<file path="src/rtl/eebr_pkg.sv">
// Package for the encoder error bin recorder.
// Holds field widths, table constants and the controller/datapath interface types.
// Depends on nothing; every other file imports it.
package eebr_pkg;

    // Field widths of the item and result channels.
    localparam int POS_W  = 32;
    localparam int BIN_W  = 12;
    localparam int CORR_W = 16;

    // Correction table size and address width.
    localparam int TABLE_SIZE = 4096;
    localparam int TBL_AW     = $clog2(TABLE_SIZE);

    // Table marker for an entry that holds no data, and the correction limit.
    localparam logic signed [CORR_W-1:0] NO_DATA_MARK = 16'sh8000;
    localparam logic [CORR_W-2:0]        CORR_MAG_MAX = 15'h7fff;

    // One quotient bit per divider step.
    localparam int DIV_STEPS = POS_W;
    localparam int DIV_CW    = $clog2(DIV_STEPS);

    // Commands from the controller to the datapath.
    typedef struct packed {
        logic load_item;   // capture the item's fields
        logic accumulate;  // add the difference to the sum and bump the count
        logic div_start;   // set up the divider from sum and count
        logic div_step;    // one restoring division step
        logic div_end;     // sign, clamp, write table, restart the bin
        logic tbl_clear;   // write the no-data marker at the clear address
        logic rd_query;    // read the table at the query index
        logic load_out;    // load the result register
    } cmd_t;

    // Status from the datapath to the controller.
    typedef struct packed {
        logic enable;      // recording enabled
        logic bin_change;  // item's bin differs from the previous bin
        logic div_done;    // this divider step is the last one
        logic clr_done;    // this clear write is the last one
    } stat_t;

endpackage

</file>
<file path="src/rtl/eebr_ctrl.sv">
// Controller state machine of the encoder error bin recorder.
// Sequences the table clear, accumulation, division, table write and query read.
// Depends on eebr_pkg.
module eebr_ctrl (
    input  logic          aclk,
    input  logic          aresetn,
    input  logic          s_valid,
    output logic          s_ready,
    output logic          m_valid,
    input  logic          m_ready,
    input  eebr_pkg::stat_t stat,
    output eebr_pkg::cmd_t  cmd
);
    import eebr_pkg::*;

    typedef enum logic [2:0] {
        ST_CLEAR,
        ST_IDLE,
        ST_ACC,
        ST_DIV_START,
        ST_DIV_STEP,
        ST_DIV_END,
        ST_READ,
        ST_OUT
    } state_t;

    state_t state_reg;
    logic   m_valid_reg;
    logic   out_free;

    // The result register can take a new result when empty or being drained.
    assign out_free = !m_valid_reg || m_ready;

    assign s_ready = (state_reg == ST_IDLE);
    assign m_valid = m_valid_reg;

    // Commands decoded from the current state.
    always_comb begin
        cmd           = '0;
        cmd.tbl_clear = (state_reg == ST_CLEAR);
        cmd.load_item = (state_reg == ST_IDLE) && s_valid;
        cmd.accumulate = (state_reg == ST_ACC) && stat.enable;
        cmd.div_start = (state_reg == ST_DIV_START);
        cmd.div_step  = (state_reg == ST_DIV_STEP);
        cmd.div_end   = (state_reg == ST_DIV_END);
        cmd.rd_query  = (state_reg == ST_READ);
        cmd.load_out  = (state_reg == ST_OUT) && out_free;
    end

    // State register and the result valid flag.
    always_ff @(posedge aclk) begin
        if (!aresetn) begin
            state_reg   <= ST_CLEAR;
            m_valid_reg <= 1'b0;
        end else begin
            unique case (state_reg)
                ST_CLEAR: begin
                    if (stat.clr_done) begin
                        state_reg <= ST_IDLE;
                    end
                end
                ST_IDLE: begin
                    if (s_valid) begin
                        state_reg <= ST_ACC;
                    end
                end
                ST_ACC: begin
                    if (stat.enable && stat.bin_change) begin
                        state_reg <= ST_DIV_START;
                    end else begin
                        state_reg <= ST_READ;
                    end
                end
                ST_DIV_START: begin
                    state_reg <= ST_DIV_STEP;
                end
                ST_DIV_STEP: begin
                    if (stat.div_done) begin
                        state_reg <= ST_DIV_END;
                    end
                end
                ST_DIV_END: begin
                    state_reg <= ST_READ;
                end
                ST_READ: begin
                    state_reg <= ST_OUT;
                end
                ST_OUT: begin
                    if (out_free) begin
                        state_reg <= ST_IDLE;
                    end
                end
                default: begin
                    state_reg <= ST_CLEAR;
                end
            endcase

            if (cmd.load_out) begin
                m_valid_reg <= 1'b1;
            end else if (m_ready) begin
                m_valid_reg <= 1'b0;
            end
        end
    end

    // A new result appears only when leaving the output state.
    a_valid_from_out: assert property (@(posedge aclk) disable iff (!aresetn)
        $rose(m_valid_reg) |-> $past(state_reg == ST_OUT))
        else $error("result became valid outside the output state");

    // Work on an item starts only right after it was accepted.
    a_acc_after_accept: assert property (@(posedge aclk) disable iff (!aresetn)
        (state_reg == ST_ACC) |-> $past(state_reg == ST_IDLE && s_valid))
        else $error("accumulate state entered without an accepted item");

    // A waiting result stays valid until the receiver takes it.
    a_result_held: assert property (@(posedge aclk) disable iff (!aresetn)
        (m_valid_reg && !m_ready) |=> m_valid_reg)
        else $error("result dropped before it was taken");

endmodule

</file>
<file path="config.mk">
export PLATFORM = sky130hd
export DESIGN_NAME = eebr_ctrl
export DESIGN_NICKNAME = d
export VERILOG_FILES = /design/src/rtl/eebr_pkg.sv /design/src/rtl/eebr_ctrl.sv
export SDC_FILE = /design/constraint.sdc
export NUM_CORES = 1
export LEC_CHECK = 0
export BUFFER_PORTS_ARGS = -buffer_cell sky130_fd_sc_hd__buf_2
export CORE_AREA = 2 2 39 41
export CTS_CLUSTER_DIAMETER = 200
export DETAILED_ROUTE_END_ITERATION = 10
export DIE_AREA = 0 0 41 43
export HOLD_SLACK_MARGIN = 0.1
export SLEW_MARGIN = 20
export SYNTH_ARGS = -nofsm -noshare
export SYNTH_HDL_FRONTEND = slang
export SYNTH_SLANG_ARGS = --single-unit
</file>
<file path="constraint.sdc">
create_clock -name aclk -period 1.49 [get_ports aclk]
set_input_delay 0.149 -clock aclk [delete_from_list [all_inputs] [get_ports aclk]]
set_output_delay 0.149 -clock aclk [all_outputs]
set_load 0.01 [all_outputs]
</file>
==> After elaboration in Yosys (flattened, before gate mapping) <==
Index checks and enable logic that the tools add are counted.
{ "word_totals": {"reg_bits": 4, "inputBits": 8} }
{ "classes": {"n_eq_ne": 11, "muxes": 8, "reduce_logical": 9} }
{ "op_table": {"columns": ["operator", "n"], "rows": [
  ["one-hot mux 3 bit (8 select lines)", 1],
  ["two-way mux 3 bit", 5],
  ["equality test 3 bit, second input constant", 4],
  ["!= test 2 bit, second input constant", 4],
  ["equality test 3 x 2 -> 1 bit, second input constant", 2],
  ["logical AND 1 bit", 4],
  ["AND reduction 4 bit", 1],
  ["equality test 3 x 1 -> 1 bit, second input constant", 1],
  ["logical NOT 3 bit", 1],
  ["two-way mux 1 bit", 2],
  ["nonzero test 2 bit", 1],
  ["logical NOT 1 bit", 1],
  ["logical OR 1 bit", 1]
]} }

==> Longest topological paths before layout <==
Gate-level depths: netlist of the first run.
{ "logic_depth": {"ltp_word": 4, "mapped_depth": 4, "depth_no_buf": 3} }

==> Least setup slack after synthesis of the first run <==
Ideal clock, no wire load.
{ "synth_timing": {"kind": "reg-to-output", "start": "register state_reg[0]", "end": "output cmd[7] (netlist bit)", "arrival_ns": 0.916, "required_ns": 1.341, "slack_ns": 0.425, "stages_incl_launch_ff": 5, "n_path_buf": 1, "path_cell_list": "dfxtp_1 > buf_4 > nand2b_1 > nor2_1 > and2_1"} }
{ "synth_lines": {"columns": ["item", "line_no", "rtl"], "rows": [
  ["start: declaration", "eebr_ctrl.sv:27", "state_t state_reg;"],
  ["start signal: assignment", "eebr_ctrl.sv:53", "state_reg <= ST_CLEAR;"],
  ["start signal: assignment", "eebr_ctrl.sv:59", "state_reg <= ST_IDLE;"],
  ["start signal: assignment", "eebr_ctrl.sv:64", "state_reg <= ST_ACC;"],
  ["end: declaration", "eebr_ctrl.sv:12", "output eebr_pkg::cmd_t cmd"]
]} }

==> impl_results.md, run 1 <==
* Status: completed
* Hold WC Path Type: in -> reg
* Worst r2r src: state_reg[2]
* Syn Area/Cell at 8.08 um^2
* Clk sink count at 4
* Final net count at 64
* Layout cell share with drive strength beyond 1 at 0.519
* H-Tree Level Count at 1
* RD Place Congestion at 0.705
* Max_slew headroom at 0.823
* P per Cell Area at 921 mW/mm^2
* Worst Path Required at 1.34 ns
* Seq/Total Area, Yosys at 0.268
* Placed Instances at 67
* Rows at 14
* Tmin final at 1.33 ns
* Pre-Repair DR Iteration Count at 2
* Post-route setup TNS at 0 ns
* Power, Total at 372 uW
* Peak VDD IR at 0.309 mV
* R2R Setup Slk at 0.40 ns
* Post-route DRC at 0
* RR Endpoint: state_reg[0]
* TritonCTS Buffers at 3
* Buffers added on ports at 17
* Net Count, Synth at 45
* Final WL at 698 um
* FF-to-FF path depth at 3
* Antenna violations before repair at 0
* Most frequent cells in the layout: buf_2 (17), nor2_1 (5), nor2b_1 (4)
* Clock Tree Root: clkbuf_4
* Worst hold slack at 0.169 ns
* Yosys cell types at 21
* Die Height at 43 um
* Unrepaired setup endpoints after global routing: false
* Post-CTS Setup Bufs at 0
* Gr usage total at 0.100
* Number of global-route vias before repair at 274
* CTS tree: yes
* Min-Delay Endpoint: state_reg[0]
* HPWL after detailed placement at 512 um
* Kind of critical path: reg -> out
* Setup crit end kind: output port
* Period utilisation layout at 0.889
* Hold buffers post-CTS at 0
* Lkg Pwr at 0.211 nW
* Cells after Synth at 37
* Clock Skews at 0.00106 ns
* Routed Antenna Nets at 0
* Via/cell ratio at 4.31
* Yosys warns at 0
* Crit path launch type: flop
* Number of top-level pins at 18
* Max-slew violations at 0
* Routed WL per cell at 9.97 um
* # setup viols final at 0
* Inserted Diodes at 0
* Crit Path Max Fanout at 11
* Synthesis-stage register bit count at 4
* Hold Startpoint: aresetn
* Cell Area, Synth at 299 um^2
* Hold Path Depth at 3
* Most common cell after layout, fill and taps aside: buf_2
* Least-Margin Pin Slew at 0.265 ns
* Final Non-Filler Cells at 70
* Largest net degree at the start of global routing at 12
* Final count of hold timing violations at 0
* Detailed Route Iter0 Violations at 3
* Clock transition at path regs at 0.04 ns
* Core outline area at 0.00138 mm^2
* GRT Residual Overflow at 0
* Max reg flops at 3
* Die area at 0.00176 mm^2
* Die width at 41 um
* Initial Utilization at 0.216
* Worst skew pair latency at 0.23 ns
* Area grow syn2layout at 35.1%
* Max frequency at 755 MHz
* Post-CTS Resized at 0
* CTS max path bufs at 2
* Max-cap violations at 0
* DR vias at 302
* Global-route wire length before repair at 1140 um
* Critical path data arrival time at 1.18 ns
-- how the worst max path moves through the flow --
stage,startpoint,endpoint
floorplan,state_reg[0],cmd[7]
global placement,state_reg[1],cmd[7]
detailed placement,state_reg[1],cmd[7]
CTS,state_reg[1],cmd[7]
global route,state_reg[1],cmd[7]
finish,state_reg[1],cmd[7]
-- cell families (layout without fill, tap and decap cells) --
kind of cell / Yosys count / in the layout / share of synthesized area
simple gates: 20 / 20 / 0.360
compound gates: 8 / 8 / 0.222
flops: 4 / 4 / 0.268
buf+inv: 4 / 21 / 0.100
mux: 1 / 1 / 0.0502
-- routing by layer --
layer / track usage / vias up / wire, um
met5: 0 / - / 0
met4: 0.100 / 0 / 7
met3: 0.0314 / 2 / 48
met2: 0.128 / 14 / 299
met1: 0.122 / 124 / 343
li1: - / 162 / -
-- report_power, final --
group	switching [mW]	internal, mW
combinational	0.0443	0.0485
sequential	0.0261	0.119
clock	0.0442	0.0901
-- critical path, stage by stage, from the launching register on --
cell and delay [ns]:
dfxtp_2 0.43, nand2b_1 0.18, nor2_1 0.06, and2_1 0.15, buf_2 0.13
-- synth_stat cells --
master	count	area, um^2
buf_4	2	15.0
and2_1	1	6.26
mux2_4	1	15.0
buf_6	1	11.3
o31ai_4	1	21.3
dfxtp_1	4	80.1
a21oi_2	1	8.76
o21ai_0	2	10.0
nor2b_1	4	25.0
nor3_1	3	15.0
inv_1	1	3.75
and3_1	2	12.5
nand2_1	1	3.75
nand3_1	1	5.00
and2_2	1	7.51
nand2b_1	1	6.26
a21oi_1	2	10.0
and3_2	1	7.51
o31a_1	1	8.76
nor2_1	5	18.8
a21o_1	1	7.51
-- stage by stage --
step	area, um^2	worst slack, ns	util
after global placement	378	0.296	0.273
after floorplan	299	0.425	-
final	404	0.165	0.292
after global routing	404	0.0821	0.292
after detailed placement	378	0.269	0.273
after CTS	400	0.0188	0.289
-- final cells by class --
| cell class | count | area, um^2 |
|---|---|---|
| fillers | 149 | 980 |
| flip-flops and latches | 4 | 83.8 |
| repair buffers | 17 | 85.1 |
| clock buffers | 3 | 22.5 |
| multi-input cells | 29 | 189 |
| well taps | 16 | 20.0 |
| inverters | 1 | 3.75 |
Power figures use the tool's default switching activity.
==> run 2, diff against run 1 <==
Settings changed: REMOVE_ABC_BUFFERS set to 1.
==> run 2 against run 1 <==
Worst setup slack gained 0.0025 ns. Clock-buffer cell count is the same. Combinational power is essentially flat. Worst hold slack gained 0.0016 ns. Clock power grew 4%. Final cell count is the same. Critical endpoint unchanged. Largest power group unchanged. Clock skew grew 0.0025 ns. Non-clock buffer count is the same. Utilization is the same. Highest routed layer is now met3. Sequential share of layout area is the same.
==> impl_results.md, run 2 (synthesized netlist as in run 1, its figures left out) <==
* Most common cell after layout, fill and taps aside: buf_2 (unchanged)
* DR vias at 314 (was 302)
* GRT Residual Overflow at 0 (unchanged)
* Buffers added on ports at 17 (unchanged)
* Die width at 41 um (unchanged)
* Setup crit end kind: output port (unchanged)
* Max frequency at 756 MHz (was 755 MHz)
* H-Tree Level Count at 1 (unchanged)
* P per Cell Area at 930 mW/mm^2 (was 921 mW/mm^2)
* Unrepaired setup endpoints after global routing: false (unchanged)
* Status: completed (unchanged)
* Die Height at 43 um (unchanged)
* Final net count at 64 (unchanged)
* Hold buffers post-CTS at 0 (unchanged)
* Detailed Route Iter0 Violations at 14 (was 3)
* Number of top-level pins at 18 (unchanged)
* Inserted Diodes at 0 (unchanged)
* Lkg Pwr at 0.211 nW (unchanged)
* Critical path data arrival time at 1.17 ns (was 1.18 ns)
* Placed Instances at 67 (unchanged)
* Max_slew headroom at 0.855 (was 0.823)
* CTS tree: yes (unchanged)
* Fillers at 157 (was 149)
* TritonCTS Buffers at 3 (unchanged)
* Routed WL per cell at 9.93 um (was 9.97 um)
* Crit Path Max Fanout at 11 (unchanged)
* Antenna violations before repair at 0 (unchanged)
* Clk sink count at 4 (unchanged)
* Max-slew violations at 0 (unchanged)
* Final core occ at 0.292 (unchanged)
* Peak VDD IR at 0.549 mV (was 0.309 mV)
* Hold WC Path Type: in -> reg (unchanged)
* HPWL after detailed placement at 512 um (about the same)
* Routed Antenna Nets at 0 (unchanged)
* Gr usage total at 0.0841 (was 0.100)
* Pre-Repair DR Iteration Count at 6 (was 2)
* Final WL at 695 um (was 698 um)
* Area grow syn2layout at 35.1% (unchanged)
* Worst skew pair latency at 0.24 ns (was 0.23 ns)
* Max reg flops at 3 (unchanged)
* Post-route DRC at 0 (unchanged)
* Kind of critical path: reg -> out (unchanged)
* Least-Margin Pin Slew at 0.218 ns (was 0.265 ns)
* Core outline area at 0.00138 mm^2 (unchanged)
* Die area at 0.00176 mm^2 (unchanged)
* RD Place Congestion at 0.748 (was 0.705)
* Global-route wire length before repair at 993 um (was 1140 um)
* Tmin final at 1.32 ns (was 1.33 ns)
* Post-route setup TNS at 0 ns (unchanged)
* Clock Skews at 0.00359 ns (was 0.00106 ns)
* Final Non-Filler Cells at 70 (unchanged)
* Number of global-route vias before repair at 240 (was 274)
* Clock transition at path regs at 0.04 ns (about the same)
* Initial Utilization at 0.216 (unchanged)
* Final count of hold timing violations at 0 (unchanged)
* Period utilisation layout at 0.888 (was 0.889)
* Clock Tree Root: clkbuf_4 (unchanged)
* Worst hold slack at 0.171 ns (was 0.169 ns)
* Crit path launch type: flop (unchanged)
* Most frequent cells in the layout: buf_2 (17), nor2_1 (5), nor2b_1 (4) (unchanged)
* Layout cell share with drive strength beyond 1 at 0.519 (unchanged)
* Max-cap violations at 0 (unchanged)
* Largest net degree at the start of global routing at 12 (unchanged)
* Rows at 14 (unchanged)
* CTS max path bufs at 2 (unchanged)
* Worst Path Required at 1.34 ns (about the same)
* # setup viols final at 0 (unchanged)
* Via/cell ratio at 4.49 (was 4.31)
## run 2: cell counts in the layout (fill, tap and decap cells not counted)
Identical to the previous run, type by type.
## run 2: final timing paths
check,startpoint,to,slack [ns],cells past startpoint
setup / recovery,state_reg[1],cmd[7],0.17,4
hold reg to reg,state_reg[1],state_reg[2],0.57,2
hold / removal,aresetn,state_reg[0],0.17,3
setup reg to reg,state_reg[2],state_reg[0],0.39,3
## run 2: where the power goes
group | switching [mW] | internal (mW) | total (mW)
combinational | 0.0445 | 0.0485 | 0.0931
clock | 0.0484 | 0.0904 | 0.139
sequential | 0.0252 | 0.119 | 0.144
total | 0.118 | 0.258 | 0.376
## run 2: cell type report
cell class	instances	area, um^2	share of cell area
multi-input combinational	29	189	0.467
timing repair buffer	17	85.1	0.211
sequential	4	83.8	0.207
clock buffer	3	22.5	0.0557
tap	16	20.0	0.0495
inverter	1	3.75	0.00929
## run 2: critical path: stages (launching register included)
cell and delay (ns):
dfxtp_2 0.43, nand2b_1 0.18, nor2_1 0.06, and2_1 0.15, buf_2 0.13
## run 2: layer usage
metal  share of wire  vias up  global-route usage  wire length (um)
li1                -      159                   -                 -
met1            0.46      138               0.115               323
met2            0.43       17               0.103               296
met3            0.11        0              0.0628                75
met4               0        0              0.0200                 0
met5               0        -                   0                 0
## run 2: timing repair
item,CTS,global route
endpoints found under the hold margin,0,0
setup endpoints to repair,0,5
resized for setup,0,3
setup buffers,0,0
## run 2: per-stage QoR
step,setup WS [ns],area [um^2],total power [mW]
after floorplan,0.352,273,0.198
after global placement,0.301,378,0.237
after detailed placement,0.283,378,0.237
after CTS,0.0249,400,0.379
after global routing,0.0888,404,0.406
final,0.167,404,0.376
==> run 3, diff against run 2 <==
Clock period 1.49 ns to 1.1 ns, I/O delays scaled along.
==> run 3 against run 2 <==
The flow now finishes with violations (negative setup slack). Final cell count increased by 10%. Register-to-register slack got worse by 0.39 ns. Worst setup slack got worse by 0.23 ns. Highest routed layer unchanged. Critical path depth decreased by 1. First-iteration DRC count decreased by 86%. Clock skew increased by 0.0030 ns. Sequential power increased by 28%. Largest cell class unchanged. Worst hold slack got worse by 0.036 ns. Global-route usage increased by 0.91 points. Final area increased by 29%.
==> impl_results.md, run 3 (synthesized netlist as in run 1, its figures left out) <==
* Critical path data arrival time at 1.05 ns (was 1.17 ns)
* Worst skew pair latency at 0.24 ns (about the same)
* CTS tree: yes (unchanged)
* P per Cell Area at 1130 mW/mm^2 (was 930 mW/mm^2)
* Post-route DRC at 0 (unchanged)
* Rows at 14 (unchanged)
* HPWL after detailed placement at 550 um (was 512 um)
* Clk sink count at 4 (unchanged)
* Max reg flops at 3 (unchanged)
* Gr usage total at 0.0932 (was 0.0841)
* Failing checks: negative setup slack
* Routed Antenna Nets at 0 (unchanged)
* Largest net degree at the start of global routing at 7 (was 12)
* Busiest layer in global routing: met2 (was met1)
* Die width at 41 um (unchanged)
* CP peak stage delay at 0.35 ns (was 0.43 ns)
* Global-route wire length before repair at 1100 um (was 993 um)
* Final net count at 71 (was 64)
* GR Util met3 at 0.0628 (unchanged)
* Area grow syn2layout at 74.1% (was 35.1%)
* Post-route setup TNS at -0.239 ns (was 0 ns)
* Max_slew headroom at 0.879 (was 0.855)
* Buffers added on ports at 17 (unchanged)
* Power, Total at 588 uW (was 376 uW)
* Hold buffers post-CTS at 0 (unchanged)
* TritonCTS Buffers at 3 (unchanged)
* Max frequency at 859 MHz
* Number of top-level pins at 18 (unchanged)
* Met1 Use GR at 0.118 (was 0.115)
* DR vias at 338 (was 314)
* Number of global-route vias before repair at 278 (was 240)
* Via/cell ratio at 4.39 (was 4.49)
* Tmin final at 1.16 ns
* Die area at 0.00176 mm^2 (unchanged)
* Detailed Route Iter0 Violations at 2 (was 14)
* Slowest-stage cell, CP: dfxtp_4 (was dfxtp_2)
* CTS max path bufs at 2 (unchanged)
* Most common cell after layout, fill and taps aside: buf_2 (unchanged)
* GR Layer Usage met2 at 0.138 (was 0.103)
* Initial Utilization at 0.216 (unchanged)
* Antenna violations before repair at 0 (unchanged)
* Unrepaired setup endpoints after global routing: true (was false)
* Hold WC Path Type: in -> reg (unchanged)
* Most frequent cells in the layout: buf_2 (16), buf_6 (5), nor2_1 (4) (was buf_2 (17), nor2_1 (5), nor2b_1 (4))
* Period utilisation layout at 1.06
* Pre-CTS worst setup slack at 0.00731 ns (was 0.283 ns)
* Worst hold slack at 0.135 ns (was 0.171 ns)
* Worst Path Required at 0.99 ns (was 1.34 ns)
* Least-Margin Pin Slew at 0.181 ns (was 0.218 ns)
* Register area at 91.3 um^2 (was 83.8 um^2)
* Status: finished with violations (was completed)
* Clock transition at path regs at 0.04 ns (about the same)
* Max-cap violations at 0 (unchanged)
* Kind of critical path: reg -> out (unchanged)
* Die Height at 43 um (unchanged)
* Final WL at 732 um (was 695 um)
* Crit Path Max Fanout at 5 (was 11)
* Fillers at 145 (was 157)
* Core outline area at 0.00138 mm^2 (unchanged)
* Final count of hold timing violations at 0 (unchanged)
* Crit path launch type: flop (unchanged)
* Inserted Diodes at 0 (unchanged)
* Peak VDD IR at 0.739 mV (was 0.549 mV)
* Lkg Pwr at 0.260 nW (was 0.211 nW)
* Final core occ at 0.376 (was 0.292)
* CP Cell Sequence: nor2b_2 -> and2_2 -> buf_6 (was nand2b_1 -> nor2_1 -> and2_1 -> buf_2)
* Multi-input logic area at 224 um^2 (was 189 um^2)
* Max-slew violations at 0 (unchanged)
* GRT Residual Overflow at 0 (unchanged)
* Clock Tree Root: clkbuf_4 (unchanged)
* Final WS setup at -0.0648 ns (was 0.167 ns)
* Routed WL per cell at 9.51 um (was 9.93 um)
* Setup crit end kind: output port (unchanged)
* Layout cell share with drive strength beyond 1 at 0.689 (was 0.519)
* H-Tree Level Count at 1 (unchanged)
* Pre-Repair DR Iteration Count at 2 (was 6)
* Clock Skews at 0.00655 ns (was 0.00359 ns)
* RD Place Congestion at 0.759 (was 0.748)
* # setup viols final at 6 (was 0)
## run 3: worst paths after layout
check	depth (start not counted)	end	startpoint	slack, ns
setup / recovery	3	cmd[1]	state_reg[1]	-0.06
hold / removal	3	state_reg[0]	aresetn	0.13
setup reg to reg	4	state_reg[0]	state_reg[2]	0
hold reg to reg	2	state_reg[2]	state_reg[2]	0.54
## run 3: cell type report
cell class	count	share of cell area
Clock buffer	3	0.0433
Tap cell	16	0.0385
Timing Repair Buffer	24	0.305
Multi-Input combinational cell	29	0.430
Sequential cell	4	0.175
Inverter	1	0.00721
## run 3: stage by stage
step / instance area, um^2 / std cells
3_5_place_dp: 408 / 71
6_report: 520 / 77
5_1_grt: 520 / 77
4_1_cts: 510 / 77
2_1_floorplan: 273 / 34
3_3_place_gp: 408 / 71
## run 3: layer usage
metal | wire length, um | up-vias
met5 | 0 | -
met4 | 0 | 0
met3 | 56 | 0
met2 | 318 | 14
met1 | 356 | 148
li1 | - | 176
## run 3: report_power, final
part / internal (mW) / leakage, nW / total (mW) / switching, mW
Clock: 0.122 / 0.0138 / 0.185 / 0.0631
Combinational: 0.123 / 0.211 / 0.218 / 0.0952
Sequential: 0.160 / 0.0348 / 0.185 / 0.0247
## run 3: critical path, delay by kind of cell, from the launching register on
kind	cells	cell delay [ns]
AND/OR/NAND/NOR	2	0.35
buffers and inverters	1	0.11
flip-flops	1	0.35
## run 3: repair_timing
item,4_1_cts,5_1_grt
buffers inserted,3,0
resized for setup,17,3
endpoints found under the hold margin,0,0
cloned,0,0
endpoints found under the setup margin,10,11
pin swaps,0,1
